[src/hdl/gdc_pkg.sv]
`default_nettype none

package gdc_pkg;

    localparam int YEAR_W    = 12;
    localparam int WDAY_W    = 3;
    localparam int NYEARS_W  = 11;
    localparam int DAY_W     = 5;
    localparam int MONTH_W   = 4;
    localparam int COUNT_W   = 16;
    localparam int NUM_WDAYS = 7;
    localparam int ADDR_W    = 4;
    localparam int DATA_W    = 32;

    localparam logic [YEAR_W-1:0]   RESET_START_YEAR    = 12'd1900;
    localparam logic [WDAY_W-1:0]   RESET_START_WEEKDAY = 3'd2;
    localparam logic [NYEARS_W-1:0] RESET_NUM_YEARS     = 11'd1;

    localparam logic [1:0] REG_START_YEAR    = 2'd0;
    localparam logic [1:0] REG_START_WEEKDAY = 2'd1;
    localparam logic [1:0] REG_NUM_YEARS     = 2'd2;

    localparam logic [MONTH_W-1:0] MONTH_JAN = 4'd0;
    localparam logic [MONTH_W-1:0] MONTH_FEB = 4'd1;
    localparam logic [MONTH_W-1:0] MONTH_DEC = 4'd11;
    localparam logic [WDAY_W-1:0]  WDAY_FRI  = 3'd6;

    localparam logic [COUNT_W-1:0] COUNT_MAX = {COUNT_W{1'b1}};

    typedef struct packed {
        logic [DAY_W-1:0]                    day;
        logic [MONTH_W-1:0]                  month;
        logic [YEAR_W-1:0]                   year;
        logic [WDAY_W-1:0]                   weekday;
        logic [NUM_WDAYS-1:0][COUNT_W-1:0]   counts;
    } cal_state_t;

    typedef struct packed {
        logic              reload;
        logic [YEAR_W-1:0] load_year;
        logic [WDAY_W-1:0] load_weekday;
        logic [YEAR_W-1:0] final_year;
    } cfg_t;

    // Gregorian leap test. The quotient by 100 is estimated as y*41/4096,
    // which is never low and at most one too high for 12-bit years, so a
    // single negative-remainder correction gives the exact quotient.
    function automatic logic is_leap(input logic [YEAR_W-1:0] y);
        logic [17:0]        prod;
        logic [5:0]         q;
        logic [5:0]         q_fix;
        logic signed [13:0] r;
        logic               cent;
        prod  = {6'd0, y} * 18'd41;
        q     = prod[17:12];
        r     = $signed({2'b00, y}) - $signed({1'b0, 13'({7'd0, q} * 13'd100)});
        q_fix = (r < 14'sd0) ? (q - 6'd1) : q;
        cent  = (r == 14'sd0) || (r == -14'sd100);
        if (cent)
            return q_fix[1:0] == 2'd0;
        return y[1:0] == 2'd0;
    endfunction

    function automatic logic [DAY_W-1:0] days_in(input logic [MONTH_W-1:0] m,
                                                 input logic [YEAR_W-1:0] y);
        logic [DAY_W-1:0] d;
        case (m)
            4'd3, 4'd5, 4'd8, 4'd10: d = 5'd30;
            MONTH_FEB:               d = is_leap(y) ? 5'd29 : 5'd28;
            default:                 d = 5'd31;
        endcase
        return d;
    endfunction

endpackage

`default_nettype wire

[src/hdl/gdc_cfg.sv]
`default_nettype none

module gdc_cfg (
    input  wire logic                          clk,
    input  wire logic                          rst_n,
    input  wire logic                          psel,
    input  wire logic                          penable,
    input  wire logic                          pwrite,
    input  wire logic [gdc_pkg::ADDR_W-1:0]    paddr,
    input  wire logic [gdc_pkg::DATA_W-1:0]    pwdata,
    output logic      [gdc_pkg::DATA_W-1:0]    prdata,
    output logic                               pready,
    output gdc_pkg::cfg_t                      cfg
);

    logic [gdc_pkg::YEAR_W-1:0]   start_year_reg;
    logic [gdc_pkg::WDAY_W-1:0]   start_weekday_reg;
    logic [gdc_pkg::NYEARS_W-1:0] num_years_reg;

    logic [1:0] idx;
    logic       wr;
    logic       wr_year;
    logic       wr_wday;
    logic       wr_nyears;
    logic [gdc_pkg::WDAY_W-1:0] wday_src;

    assign idx       = paddr[3:2];
    assign pready    = 1'b1;
    assign wr        = psel && penable && pwrite;
    assign wr_year   = wr && (idx == gdc_pkg::REG_START_YEAR);
    assign wr_wday   = wr && (idx == gdc_pkg::REG_START_WEEKDAY);
    assign wr_nyears = wr && (idx == gdc_pkg::REG_NUM_YEARS);

    always_ff @(posedge clk or negedge rst_n)
    begin
        if (!rst_n)
        begin
            start_year_reg    <= gdc_pkg::RESET_START_YEAR;
            start_weekday_reg <= gdc_pkg::RESET_START_WEEKDAY;
            num_years_reg     <= gdc_pkg::RESET_NUM_YEARS;
        end
        else
        begin
            if (wr_year)
                start_year_reg <= pwdata[gdc_pkg::YEAR_W-1:0];
            if (wr_wday)
                start_weekday_reg <= pwdata[gdc_pkg::WDAY_W-1:0];
            if (wr_nyears)
                num_years_reg <= pwdata[gdc_pkg::NYEARS_W-1:0];
        end
    end

    // The reload takes the value being written in the same transfer.
    always_comb
    begin
        wday_src          = wr_wday ? pwdata[gdc_pkg::WDAY_W-1:0] : start_weekday_reg;
        cfg.reload        = wr_year || wr_wday || wr_nyears;
        cfg.load_year     = wr_year ? pwdata[gdc_pkg::YEAR_W-1:0] : start_year_reg;
        cfg.load_weekday  = (wday_src > gdc_pkg::WDAY_FRI) ? '0 : wday_src;
        cfg.final_year    = start_year_reg + {1'b0, num_years_reg} - 12'd1;
    end

    always_comb
    begin
        case (idx)
            gdc_pkg::REG_START_YEAR:
                prdata = {{(gdc_pkg::DATA_W-gdc_pkg::YEAR_W){1'b0}}, start_year_reg};
            gdc_pkg::REG_START_WEEKDAY:
                prdata = {{(gdc_pkg::DATA_W-gdc_pkg::WDAY_W){1'b0}}, start_weekday_reg};
            gdc_pkg::REG_NUM_YEARS:
                prdata = {{(gdc_pkg::DATA_W-gdc_pkg::NYEARS_W){1'b0}}, num_years_reg};
            default:
                prdata = '0;
        endcase
    end

endmodule

`default_nettype wire

[src/hdl/gdc_step.sv]
`default_nettype none

module gdc_step (
    input  wire gdc_pkg::cal_state_t         cur,
    input  wire logic                        tick,
    input  wire logic [gdc_pkg::YEAR_W-1:0]  final_year,
    output gdc_pkg::cal_state_t              nxt,
    output logic                             period_end
);

    logic [gdc_pkg::DAY_W-1:0] dim;

    assign dim = gdc_pkg::days_in(cur.month, cur.year);

    always_comb
    begin
        nxt = cur;
        if (tick)
        begin
            // The 13th is tallied against the weekday it falls on, before the step.
            for (int i = 0; i < gdc_pkg::NUM_WDAYS; i++)
            begin
                if (cur.day == 5'd13 && cur.weekday == 3'(i)
                    && cur.counts[i] != gdc_pkg::COUNT_MAX)
                    nxt.counts[i] = cur.counts[i] + 16'd1;
            end
            if (cur.day >= dim)
            begin
                nxt.day = 5'd1;
                if (cur.month >= gdc_pkg::MONTH_DEC)
                begin
                    nxt.month = gdc_pkg::MONTH_JAN;
                    nxt.year  = cur.year + 12'd1;
                end
                else
                    nxt.month = cur.month + 4'd1;
            end
            else
                nxt.day = cur.day + 5'd1;
            nxt.weekday = (cur.weekday >= gdc_pkg::WDAY_FRI) ? '0 : cur.weekday + 3'd1;
        end
        period_end = (nxt.day == 5'd31) && (nxt.month == gdc_pkg::MONTH_DEC)
                     && (nxt.year == final_year);
    end

endmodule

`default_nettype wire

[src/hdl/gregorian_day_counter_thirteenths.sv]
// Channel   Handshake               Payload
// input     in_valid / in_ready     day_tick
// result    out_valid / out_ready   date, weekday, seven 13th counts, period_end
// config    APB psel/penable        start_year, start_weekday, num_years
//
// Each accepted transfer shows its registered result in the cycle after; one
// transfer per cycle is sustained while out_ready is high, via the single date-step stage.
// in_ready stays high while the result register is empty or being drained.
// Reset restores the 1900-01-01 Monday start with cleared counters.
// A configuration write reloads the calendar at the edge of the access cycle.
`default_nettype none

module gregorian_day_counter_thirteenths (
    input  wire logic                          clk,
    input  wire logic                          rst_n,
    input  wire logic                          in_valid,
    output logic                               in_ready,
    input  wire logic                          day_tick,
    output logic                               out_valid,
    input  wire logic                          out_ready,
    output logic [gdc_pkg::DAY_W-1:0]          day_of_month,
    output logic [gdc_pkg::MONTH_W-1:0]        month_number,
    output logic [gdc_pkg::YEAR_W-1:0]         year_value,
    output logic [gdc_pkg::WDAY_W-1:0]         weekday_now,
    output logic [gdc_pkg::COUNT_W-1:0]        count_sat,
    output logic [gdc_pkg::COUNT_W-1:0]        count_sun,
    output logic [gdc_pkg::COUNT_W-1:0]        count_mon,
    output logic [gdc_pkg::COUNT_W-1:0]        count_tue,
    output logic [gdc_pkg::COUNT_W-1:0]        count_wed,
    output logic [gdc_pkg::COUNT_W-1:0]        count_thu,
    output logic [gdc_pkg::COUNT_W-1:0]        count_fri,
    output logic                               period_end,
    input  wire logic                          psel,
    input  wire logic                          penable,
    input  wire logic                          pwrite,
    input  wire logic [gdc_pkg::ADDR_W-1:0]    paddr,
    input  wire logic [gdc_pkg::DATA_W-1:0]    pwdata,
    output logic      [gdc_pkg::DATA_W-1:0]    prdata,
    output logic                               pready
);

    gdc_pkg::cfg_t       cfg;
    gdc_pkg::cal_state_t state_reg;
    gdc_pkg::cal_state_t state_next;
    gdc_pkg::cal_state_t res_reg;
    logic                end_reg;
    logic                end_next;
    logic                out_valid_reg;
    logic                accept;

    gdc_cfg u_cfg (
        .clk     (clk),
        .rst_n   (rst_n),
        .psel    (psel),
        .penable (penable),
        .pwrite  (pwrite),
        .paddr   (paddr),
        .pwdata  (pwdata),
        .prdata  (prdata),
        .pready  (pready),
        .cfg     (cfg)
    );

    gdc_step u_step (
        .cur        (state_reg),
        .tick       (day_tick),
        .final_year (cfg.final_year),
        .nxt        (state_next),
        .period_end (end_next)
    );

    assign in_ready = !out_valid_reg || out_ready;
    assign accept   = in_valid && in_ready;

    always_ff @(posedge clk or negedge rst_n)
    begin
        if (!rst_n)
        begin
            state_reg.day     <= 5'd1;
            state_reg.month   <= gdc_pkg::MONTH_JAN;
            state_reg.year    <= gdc_pkg::RESET_START_YEAR;
            state_reg.weekday <= gdc_pkg::RESET_START_WEEKDAY;
            state_reg.counts  <= '0;
            out_valid_reg     <= 1'b0;
        end
        else
        begin
            if (cfg.reload)
            begin
                state_reg.day     <= 5'd1;
                state_reg.month   <= gdc_pkg::MONTH_JAN;
                state_reg.year    <= cfg.load_year;
                state_reg.weekday <= cfg.load_weekday;
                state_reg.counts  <= '0;
            end
            else if (accept)
                state_reg <= state_next;
            if (accept)
                out_valid_reg <= 1'b1;
            else if (out_ready)
                out_valid_reg <= 1'b0;
        end
    end

    always_ff @(posedge clk)
    begin
        if (accept)
        begin
            res_reg <= state_next;
            end_reg <= end_next;
        end
    end

    assign out_valid    = out_valid_reg;
    assign day_of_month = res_reg.day;
    assign month_number = res_reg.month;
    assign year_value   = res_reg.year;
    assign weekday_now  = res_reg.weekday;
    assign count_sat    = res_reg.counts[0];
    assign count_sun    = res_reg.counts[1];
    assign count_mon    = res_reg.counts[2];
    assign count_tue    = res_reg.counts[3];
    assign count_wed    = res_reg.counts[4];
    assign count_thu    = res_reg.counts[5];
    assign count_fri    = res_reg.counts[6];
    assign period_end   = end_reg;

endmodule

`default_nettype wire

[config.mk]
export PLATFORM = sky130hd
export DESIGN_NAME = gregorian_day_counter_thirteenths
export DESIGN_NICKNAME = d
export VERILOG_FILES = /design/src/hdl/gdc_pkg.sv /design/src/hdl/gdc_cfg.sv /design/src/hdl/gdc_step.sv /design/src/hdl/gregorian_day_counter_thirteenths.sv
export SDC_FILE = /design/constraint.sdc
export NUM_CORES = 1
export LEC_CHECK = 0
export BUFFER_PORTS_ARGS = -buffer_cell sky130_fd_sc_hd__buf_2
export CAP_MARGIN = 10
export CORE_MARGIN = 2
export CORE_UTILIZATION = 53
export CTS_BUF_LIST = sky130_fd_sc_hd__clkbuf_16
export CTS_CLUSTER_SIZE = 28
export DETAILED_ROUTE_END_ITERATION = 8
export PLACE_DENSITY_LB_ADDON = 0.3
export SETUP_SLACK_MARGIN = 0.02
export SLEW_MARGIN = 25
export SYNTH_ARGS = -nofsm -noshare
export SYNTH_HDL_FRONTEND = slang
export SYNTH_SLANG_ARGS = --single-unit
[constraint.sdc]
create_clock -name clk -period 8.7 [get_ports clk]
set_clock_uncertainty 0.15 [all_clocks]
set_input_delay 0.435 -clock clk [delete_from_list [all_inputs] [get_ports clk]]
set_output_delay 0.435 -clock clk [all_outputs]
set_load 0.03 [all_outputs]
Word level (Yosys, flattened, before mapping). Index checks and enable logic that the tools add are counted. Widths: inputs -> output; s select.

Logic and storage cells: 138. Register bits after elaboration: 300. Output and inout bits: 172.

Order comparisons: 5. $mul: 2. Reductions and logical operators: 35. Add/sub/neg operators: 15. Equality and inequality tests: 25. Multiplexer cells: 29.

Operators by type and width (number): $mux 136 (3); $mux 16 (8); $add 16x1->16 const B (7); $ne 16x16->1 const B (7); $pmux 12 s3 (1); $mux 12 (2); $logic_and 1x1->1 (22); $mul 12x6->18 const B (1); $eq 14x8->1 const B (1); $logic_not 14->1 (1); $lt 14x1->1 const B (1); $sub 12x13->14 (1); $add 12x1->12 const B (1); $add 12x11->12 (1); $eq 12x12->1 (1); $eq 4x4->1 const B (3); $sub 12x1->12 const B (1); $mul 6x5->11 const B (1); $pmux 5 s2 (1); $eq 3x3->1 const B (3); $mux 3 (3); $mux 1 (8); $eq 3x2->1 const B (2); $logic_not 2->1 (3); 24 further kinds (28).

Logic depth before layout (Yosys ltp). Gate-level depths: netlist of the first run.

Depth in word-level cells: 17. Gate-level depth with buffers: 40. Mapped depth without buffers: 40.

Modules after synthesis. A second synthesis of the first run with hierarchy kept.

Cell total of the unflattened synthesis: 1405. Area total of the unflattened synthesis: 16532.1 sq um.

Modules (own cells, without submodules): gregorian_day_counter_thirteenths (seq. area each 7553.5 sq um, instances 1, area an instance 9185.1 sq um, cells an instance 463); gdc_step (seq. area each 0.0 sq um, instances 1, area an instance 5210.0 sq um, cells an instance 707); gdc_cfg (seq. area each 661.9 sq um, instances 1, area an instance 2137.0 sq um, cells an instance 235).

Worst setup path before layout of the first run. OpenSTA, ideal clock, no wires.

Path type: register to register. Start: register state_reg[122] (netlist name). End: register end_reg (netlist: period_end), data pin. Arrival: 8.483 ns. Setup slack: -0.101 ns. Cell stages (with the launch flop): 38. Required time: 8.381 ns. Path through: dfrtp_1 > ha_1 > fa_1 > ha_1 > ha_1 > nor4_1 > a21oi_1 > a31oi_1 > o21ai_0 > a21oi_1 > o21bai_1 > a21oi_1 > xnor2_1 > ha_1 > ha_1 > ha_1 > ha_1 > o21ai_0 > [2 not listed] > a21oi_1 > nand2_1 > a21oi_1 > o31ai_1 > xnor2_1 > nand4_1 > mux2i_1 > o21ai_0 > ha_1 > or3b_4 > and3_1 > buf_2 > mux2i_1 > nor4_1 > nand4_1 > or4_1 > a2111oi_0 > nor4b_2.

Cells in the longest elaborated chain, start to end: 17.

Ends and longest elaborated chain: from (decl) (RTL line gregorian_day_counter_thirteenths.sv:43) `gdc_pkg::cal_state_t state_reg;`; from (signal assigned) (RTL line gregorian_day_counter_thirteenths.sv:97) `state_reg <= state_next;`; $mul 12x6->18 (RTL line gdc_pkg.sv:54) `prod = {6'd0, y} * 18'd41;`; $mul 6x5->11 (RTL line gdc_pkg.sv:56) `r = $signed({2'b00, y}) - $signed({1'b0, 13'({7'd0, q} * 13'd100)});`; $sub 12x13->14 (RTL line gdc_pkg.sv:56); $lt 14x1->1, or another cell as far along (RTL line gdc_pkg.sv:57) `q_fix = (r < 14'sd0) ? (q - 6'd1) : q;`; $mux 2 / $logic_or 1x1->1 (equally long branches) (RTL line gdc_pkg.sv:57, gdc_pkg.sv:58); $logic_not 2->1 / $mux 1 (equally long branches) (RTL line gdc_pkg.sv:60, gdc_pkg.sv:59); $mux 1, on equally long branches (RTL line gdc_pkg.sv:59, gdc_pkg.sv:67); $mux 1 (RTL line gdc_pkg.sv:61) `return y[1:0] == 2'd0;`; [2 not listed]; $pmux 5 s2 (RTL line gdc_pkg.sv:67) `case (m)`; $ge 5x5->1 (RTL line gdc_step.sv:27) `if (cur.day >= dim)`; $mux 5 / $mux 16 (equally long branches) (RTL line gdc_step.sv:27); $mux 136 (*) (RTL line gdc_step.sv:18) `if (tick)`; $eq 5x5->1 / $eq 4x4->1 (equally long branches) (RTL line gdc_step.sv:42) `period_end = (nxt.day == 5'd31) && (nxt.month == gdc_pkg::MONTH_DEC)`; $logic_and 1x1->1 (RTL line gdc_step.sv:42); $logic_and 1x1->1 (*) (RTL line gdc_step.sv:43) `&& (nxt.year == final_year);`; via end_next (RTL line gregorian_day_counter_thirteenths.sv:47) `logic end_next;`; to (signal assigned) (RTL line gregorian_day_counter_thirteenths.sv:110) `end_reg <= end_next;`; to (decl) (RTL line gregorian_day_counter_thirteenths.sv:46) `logic end_reg;`.

The timed path passes the listed nets; every way through them passes the cells marked *. The select of a mux whose other input is x is not followed. A chain may end at the register's enable or synchronous reset.

==> results of run 1 <==
-- worst max-delay path by stage --
| stage | from | to | slack (ns) | cells past startpoint |
|---|---|---|---|---|
| 3_5_place_dp | state_reg[118] | period_end | -0.53 | 38 |
| 3_3_place_gp | state_reg[118] | period_end | -0.23 | 37 |
| 2_1_floorplan | state_reg[117] | period_end | 0.04 | 33 |
| 6_report | state_reg[120] | period_end | -0.10 | 46 |
| 5_1_grt | state_reg[118] | period_end | -0.47 | 41 |
| 4_1_cts | state_reg[118] | period_end | 0.03 | 37 |
-- synthesized netlist by cell type (5+ instances only) --
master,n
nor2_1,196
nand2_1,158
dfrtp_1,145
edfxtp_1,137
xnor2_1,127
ha_1,114
xor2_1,114
inv_1,97
o21ai_0,77
nand3_1,63
a21oi_1,58
clkbuf_1,51
or3_1,38
nor3_1,36
nand4_1,34
buf_4,22
mux2_2,19
dfstp_2,18
and3_1,17
mux2i_1,16
nor4_1,14
and4_1,10
fa_1,9
nand2b_1,9
a211oi_1,8
and2_1,7
buf_1,7
nor2b_1,7
a31oi_1,6
or2_2,6
o21a_1,5
o21bai_1,5
-- through the flow --
stage / std cells / setup slack (ns)
final: 2422 / -0.104
after global routing: 2422 / -0.473
after CTS: 2419 / 0.0301
after detailed placement: 2320 / -0.527
after global placement: 2320 / -0.226
after floorplan: 1717 / 0.0407
-- power breakdown --
| part | leakage (nW) | internal, W | switching (W) | total, W |
|---|---|---|---|---|
| clock | 0.507 | 0.000760 | 0.000548 | 0.00131 |
| sequential | 3.51 | 0.00161 | 0.0000816 | 0.00169 |
| combinational | 5.21 | 0.00168 | 0.00190 | 0.00358 |
| total | 9.22 | 0.00405 | 0.00253 | 0.00658 |
-- logic make-up (layout without fill, tap and decap cells) --
kind of cell | after synthesis | count (layout) | synth area share [%]
adder cells (fa/ha/maj) | 123 | 123 | 9.31
XOR/XNOR | 243 | 243 | 12.5
buffers and inverters | 182 | 445 | 4.51
other | 2 | 21 | 0.0435
flip-flops | 300 | 300 | 47.6
AND/OR/NAND/NOR | 618 | 618 | 17.1
multiplexers | 35 | 35 | 2.17
AO/OA/AOI/OAI | 195 | 195 | 6.67
-- area by class of cell --
class	count	area, sq um	share of cell area [%]
multi-input cells	1235	8830	42.5
inverters	97	372	1.79
repair buffers	292	1800	8.67
well taps	442	553	2.66
clock buffers	31	776	3.74
flip-flops and latches	300	8220	39.6
clock inverters	25	213	1.02
-- worst min-delay path, cell delays in order --
cell	delay, ns
buf_2	0.14
nand2_1	0.06
o21ai_0	0.07
-- metal layers --
metal	share of wire, %	wire, um	GRT usage [%]
met2	49	19300	39.4
met4	2.9	1160	7.65
met3	4.9	1920	2.81
met5	0	0	0
met1	43	17200	31.4
-- timing repair --
item,CTS,global route
hold buffers,12,0
hold endpoints to repair,101,0
pin swaps,50,11
setup buffers,31,3
setup endpoints to repair,1,1
resized for setup,60,16
==> impl_metrics.py, run 1 <==
metrics = {
    "clocking": {
        "clkSinkCount": 300,
        "tritoncts": "built",
        "clock-root-buffer": "clkbuf_16",
        "path_clk_slew_ns": 0.07,
        "htree_levels": 1,
        "clk_latency_ns": 0.56,
        "cts_inserted_buffers": 30,
        "clk_path_buf_depth": 3,
    },
    "sta": {
        "holdWs_ns": 0.0457,
        "rsz0062_at_grt": "yes",
        "finalCriticalPeriod_ns": 8.80,
        "fmax_ghz": 0.114,
        "hold_viol_final": 0,
        "finalCritPeriodShare_pct": 101,
        "drv_slew": 0,
        "slew_headroom_pct": 36.9,
        "setup-violations-final": 1,
        "worst_slack_ns": -0.104,
        "worst_pin_slew_ns": 0.946,
        "setup_tns_ns": -0.104,
    },
    "grt": {
        "grt_usage_pct": 23.4,
        "grt_pass1_vias": 12713,
        "grt_pass1_wl_mm": 64.2,
        "antenna_found_initial": 0,
        "grt_max_degree": 129,
        "grt_overflow": 0,
    },
    "logic_synthesis": {
        "synth.top_cell.area_share_pct": 23.9,
        "synth_edf_count": 137,
        "syn_inst": 1698,
        "synth.avg_cell_area_sq_um": 10.2,
        "yosys-top-cells-area": "edfxtp_1 24%, dfrtp_1 21%, ha_1 8.3%, xnor2_1 6.4%, xor2_1 5.8%",
        "postSynth.asyncResetShare_pct": 54.3,
        "ys_seq_area_share_pct": 47.6,
        "synth_top_cell_by_area": "edfxtp_1",
        "ys_types": 73,
        "yosysWarnings": 0,
        "synth_ff_type": "dfrtp_1",
        "netlist_area_sq_um": 17200,
        "synth-seq-cells": 300,
    },
    "outcome": {
        "run_status": "finished with violations",
        "violations": "setup timing",
    },
    "layout": {
        "nFillCells": 2517,
        "drive_gt1_share_pct": 22.5,
        "antenna_cells": 0,
        "finalInstanceArea_sq_um": 20800,
        "areaGrowthSynthToFinish_pct": 20.4,
        "post-route-util_pct": 64.3,
        "layout_common_cells": "195 x nor2_1, 171 x buf_2, 156 x nand2_1",
        "largest_reg_flops": 136,
        "layout_commonest_cell": "nor2_1",
        "nets": 2123,
    },
    "die": {
        "start_util_pct": 53.4,
        "die_h_um": 184,
        "rows": 66,
        "fp.dieArea_sq_um": 34000,
        "ioPinCount": 216,
        "core_area_sq_um": 32300,
        "die_w_um": 184,
    },
    "power": {
        "powerDensity_nw_per_um2": 317,
        "power_w": 0.00658,
        "vdd_drop_max_mv": 0.891,
        "p_leak_nw": 9.22,
    },
    "min_path": {
        "hold_path.class": "input pin to register",
        "hp-start": "pwdata[2]",
        "min_path_cells": 3,
        "timing.hold.worst_endpoint": "u_cfg.num_years_reg[2]",
    },
    "placement": {
        "place.gp.congestion": 0.880,
        "dpl_cell_area_sq_um": 18900,
        "io_buffers": 172,
        "hpwl_mm": 26.1,
    },
    "route": {
        "drt-pass1-iter-count": 5,
        "wl_mm": 39.6,
        "num_vias": 13133,
        "drt_iter0_drc": 1029,
        "ant_nets": 0,
        "via_per_inst": 5.42,
        "wl_per_cell_um": 16.3,
        "drc": 0,
    },
    "setup_path": {
        "cp_top_family": "buffers and inverters",
        "cpMaxStageDelayCell": "dfstp_2",
        "reg2reg_to": "period_end",
        "r2r-start": "state_reg[120]",
        "critPathLaunchType": "register",
        "cp_common_cell": "buf_4",
        "crit_fanout": 5,
        "cp.required_ns": 8.93,
        "slowest_delay_ns": 0.60,
        "reg2regPathDepth": 46,
        "crit_buf_inv": 25,
        "regToRegSetupSlack_ns": -0.10,
        "crit_arrival_ns": 9.03,
        "worstSetupEndpointType": "register",
        "critPathKind": "register to register",
    },
    "run": {
        "maxCapViolCount": 0,
    },
}
(Power assumes the default switching activity.)
==> inputs of run 2 (changes only) <==
CORE_UTILIZATION = 55   (was 53)
SYNTH_HIERARCHICAL = 1   (was not set)
clock period = 11.4 ns   (was 8.7 ns; I/O delays follow)
==> run 2 against run 1 <==
The run now ends clean. Maximum frequency fell by 12%. Largest cell class is now registers. Sequential share of layout area rose by 4.5 points. First-iteration DRC count fell by 28%. Critical path depth fell by 11. Non-clock buffer count fell by 111.
==> impl_metrics.py, run 2 <==
metrics = {
    "outcome": {
        "run_status": "complete, no violations",
    },
    "sta": {
        "setup_tns_ns": 0,
        "hold_viol_final": 0,
        "worst_pin_slew_ns": 0.942,
        "setup-violations-final": 0,
        "rsz0062_at_grt": "no",
        "finalCritPeriodShare_pct": 87.5,
        "drv_slew": 0,
        "slew_headroom_pct": 37.2,
        "finalCriticalPeriod_ns": 9.98,
        "fmax_ghz": 0.100,
    },
    "min_path": {
        "hold_path.class": "input pin to register",
        "hp-start": "pwdata[8]",
        "min_path_cells": 3,
    },
    "layout": {
        "layout_commonest_cell": "buf_2",
        "areaGrowthSynthToFinish_pct": 12.7,
        "drive_gt1_share_pct": 20.5,
        "layout_common_cells": "171 x buf_2, 145 x dfrtp_1, 137 x edfxtp_1",
        "nets": 1735,
        "largest_reg_flops": 136,
    },
    "die": {
        "rows": 63,
        "fp.dieArea_sq_um": 31500,
        "core_area_sq_um": 29600,
        "start_util_pct": 55.8,
        "die_w_um": 177,
        "ioPinCount": 216,
        "die_h_um": 177,
    },
    "clocking": {
        "htree_levels": 1,
        "path_clk_slew_ns": 0.06,
        "ctsResizeCount": 0,
        "post-cts-setup-buffers": 0,
        "clk_latency_ns": 0.57,
        "tritoncts": "built",
        "clock-root-buffer": "clkbuf_16",
        "clkSinkCount": 300,
        "cts_inserted_buffers": 31,
        "clk_path_buf_depth": 3,
    },
    "route": {
        "via_per_inst": 5.70,
        "drt-pass1-iter-count": 5,
        "wl_per_cell_um": 17.4,
        "num_vias": 11300,
        "drc": 0,
        "ant_nets": 0,
        "wl_mm": 34.6,
        "drt_iter0_drc": 736,
    },
    "grt": {
        "grt_max_degree": 95,
        "antenna_found_initial": 1,
        "grt_usage_pct": 22.1,
        "grt_pass1_wl_mm": 56.3,
        "grt_overflow": 0,
        "grt_pass1_vias": 11055,
    },
    "setup_path": {
        "cp.required_ns": 11.64,
        "critPathKind": "register to register",
        "regToRegSetupSlack_ns": 1.42,
        "crit_start": "state_reg[120]",
        "cp_common_cell": "ha_1",
        "cpMaxStageDelayCell": "nor4_2",
        "reg2regPathDepth": 35,
        "worstSetupEndpointType": "register",
        "critPathLaunchType": "register",
        "crit_arrival_ns": 10.22,
        "crit_fanout": 8,
        "r2r-start": "state_reg[120]",
        "slowest_delay_ns": 0.80,
    },
    "logic_synthesis": {
        "synth_most_common_cell": "dfrtp_1",
        "synth_ff_type": "dfrtp_1",
        "postSynth.asyncResetShare_pct": 54.3,
        "syn_inst": 1405,
        "synth-seq-cells": 300,
        "synth_top_cell_by_area": "edfxtp_1",
        "synth_edf_count": 137,
        "yosys-top-cells-count": "145 x dfrtp_1, 137 x edfxtp_1, 120 x a22o_1",
        "yosysWarnings": 6,
        "netlist_area_sq_um": 16500,
        "synth.top_cell.area_share_pct": 24.9,
        "ys_seq_area_share_pct": 49.7,
        "yosys-top-cells-area": "edfxtp_1 25%, dfrtp_1 22%, ha_1 8.6%, a22o_1 6.4%, xnor2_1 5.9%",
        "synth.avg_cell_area_sq_um": 11.8,
        "ys_types": 88,
    },
    "placement": {
        "place.gp.congestion": 0.828,
        "io_buffers": 172,
        "hpwl_mm": 23.8,
    },
    "run": {
        "maxCapViolCount": 0,
    },
}
## run 2: final cells by class
| cell class | instances | area [sq um] |
|---|---|---|
| Fill cell | 2368 | 11000 |
| Antenna cell | 1 | 2.50 |
| Clock inverter | 27 | 184 |
| Tap cell | 390 | 488 |
| Inverter | 93 | 349 |
| Timing Repair Buffer | 181 | 985 |
| Clock buffer | 31 | 776 |
| Sequential cell | 300 | 8220 |
| Multi-Input combinational cell | 961 | 7630 |
## run 2: path summary, 6_finish.rpt
check | to
worst min-delay path | u_cfg/num_years_reg[8]
worst min register to register | state_reg[77]
worst max register to register | period_end
worst max-delay path | period_end
min in group asynchronous | state_reg[126]
max in group asynchronous | state_reg[105]
## run 2: what timing repair did
| item | 4_1_cts | 5_1_grt |
|---|---|---|
| hold buffers | 1 | 0 |
| endpoints found under the hold margin | 1 | 0 |
| endpoints found under the setup margin | 0 | 0 |
## run 2: kinds of logic after synthesis
group                      after synthesis  share of synthesized area, %
DFF                                    300                          49.7
xor gates and xnor gates               156                          8.39
AOI/OAI and AO/OA                      249                          11.8
buffers and inverters                  163                          4.74
muxes                                   64                          4.48
other                                    2                        0.0454
and+or+nand+nor                        348                          11.1
adders and majority gates              123                          9.72
## run 2: per-layer routing
layer  GRT usage [%]  wire, um  part of all wire (%)  vias up
met5               0         0                     0        -
met4            6.93       947                   2.7        0
met3            3.11      1980                   5.7       60
met2            35.8     16000                    46      316
met1            31.1     15700                    45     5541
li1                -         -                     -     5383
## run 2: stage by stage
stage	hold WS [ns]	setup WS (ns)	cell area, sq um	utilization [%]	cells
CTS	0.0644	1.54	18600	62.8	1983
global route	0.0898	0.712	18600	62.8	1983
finish	0.0798	1.42	18600	62.9	1984
global placement	0.336	1.71	17600	59.3	1922
detailed placement	0.335	1.57	17600	59.5	1924
floorplan	0.124	2.70	16600	-	1424
## run 2: worst max-delay path, delay by kind of cell (launching register included)
kind / cells / cell delay, ns
xor gates and xnor gates: 4 / 0.83
DFF: 1 / 0.65
and+or+nand+nor: 11 / 2.53
adders and majority gates: 10 / 3.27
AOI/OAI and AO/OA: 10 / 2.36
Power of run 2 is left out: the tool's default activity adds up to more than one toggle a clock period on the data nets, which glitch-free logic cannot reach.
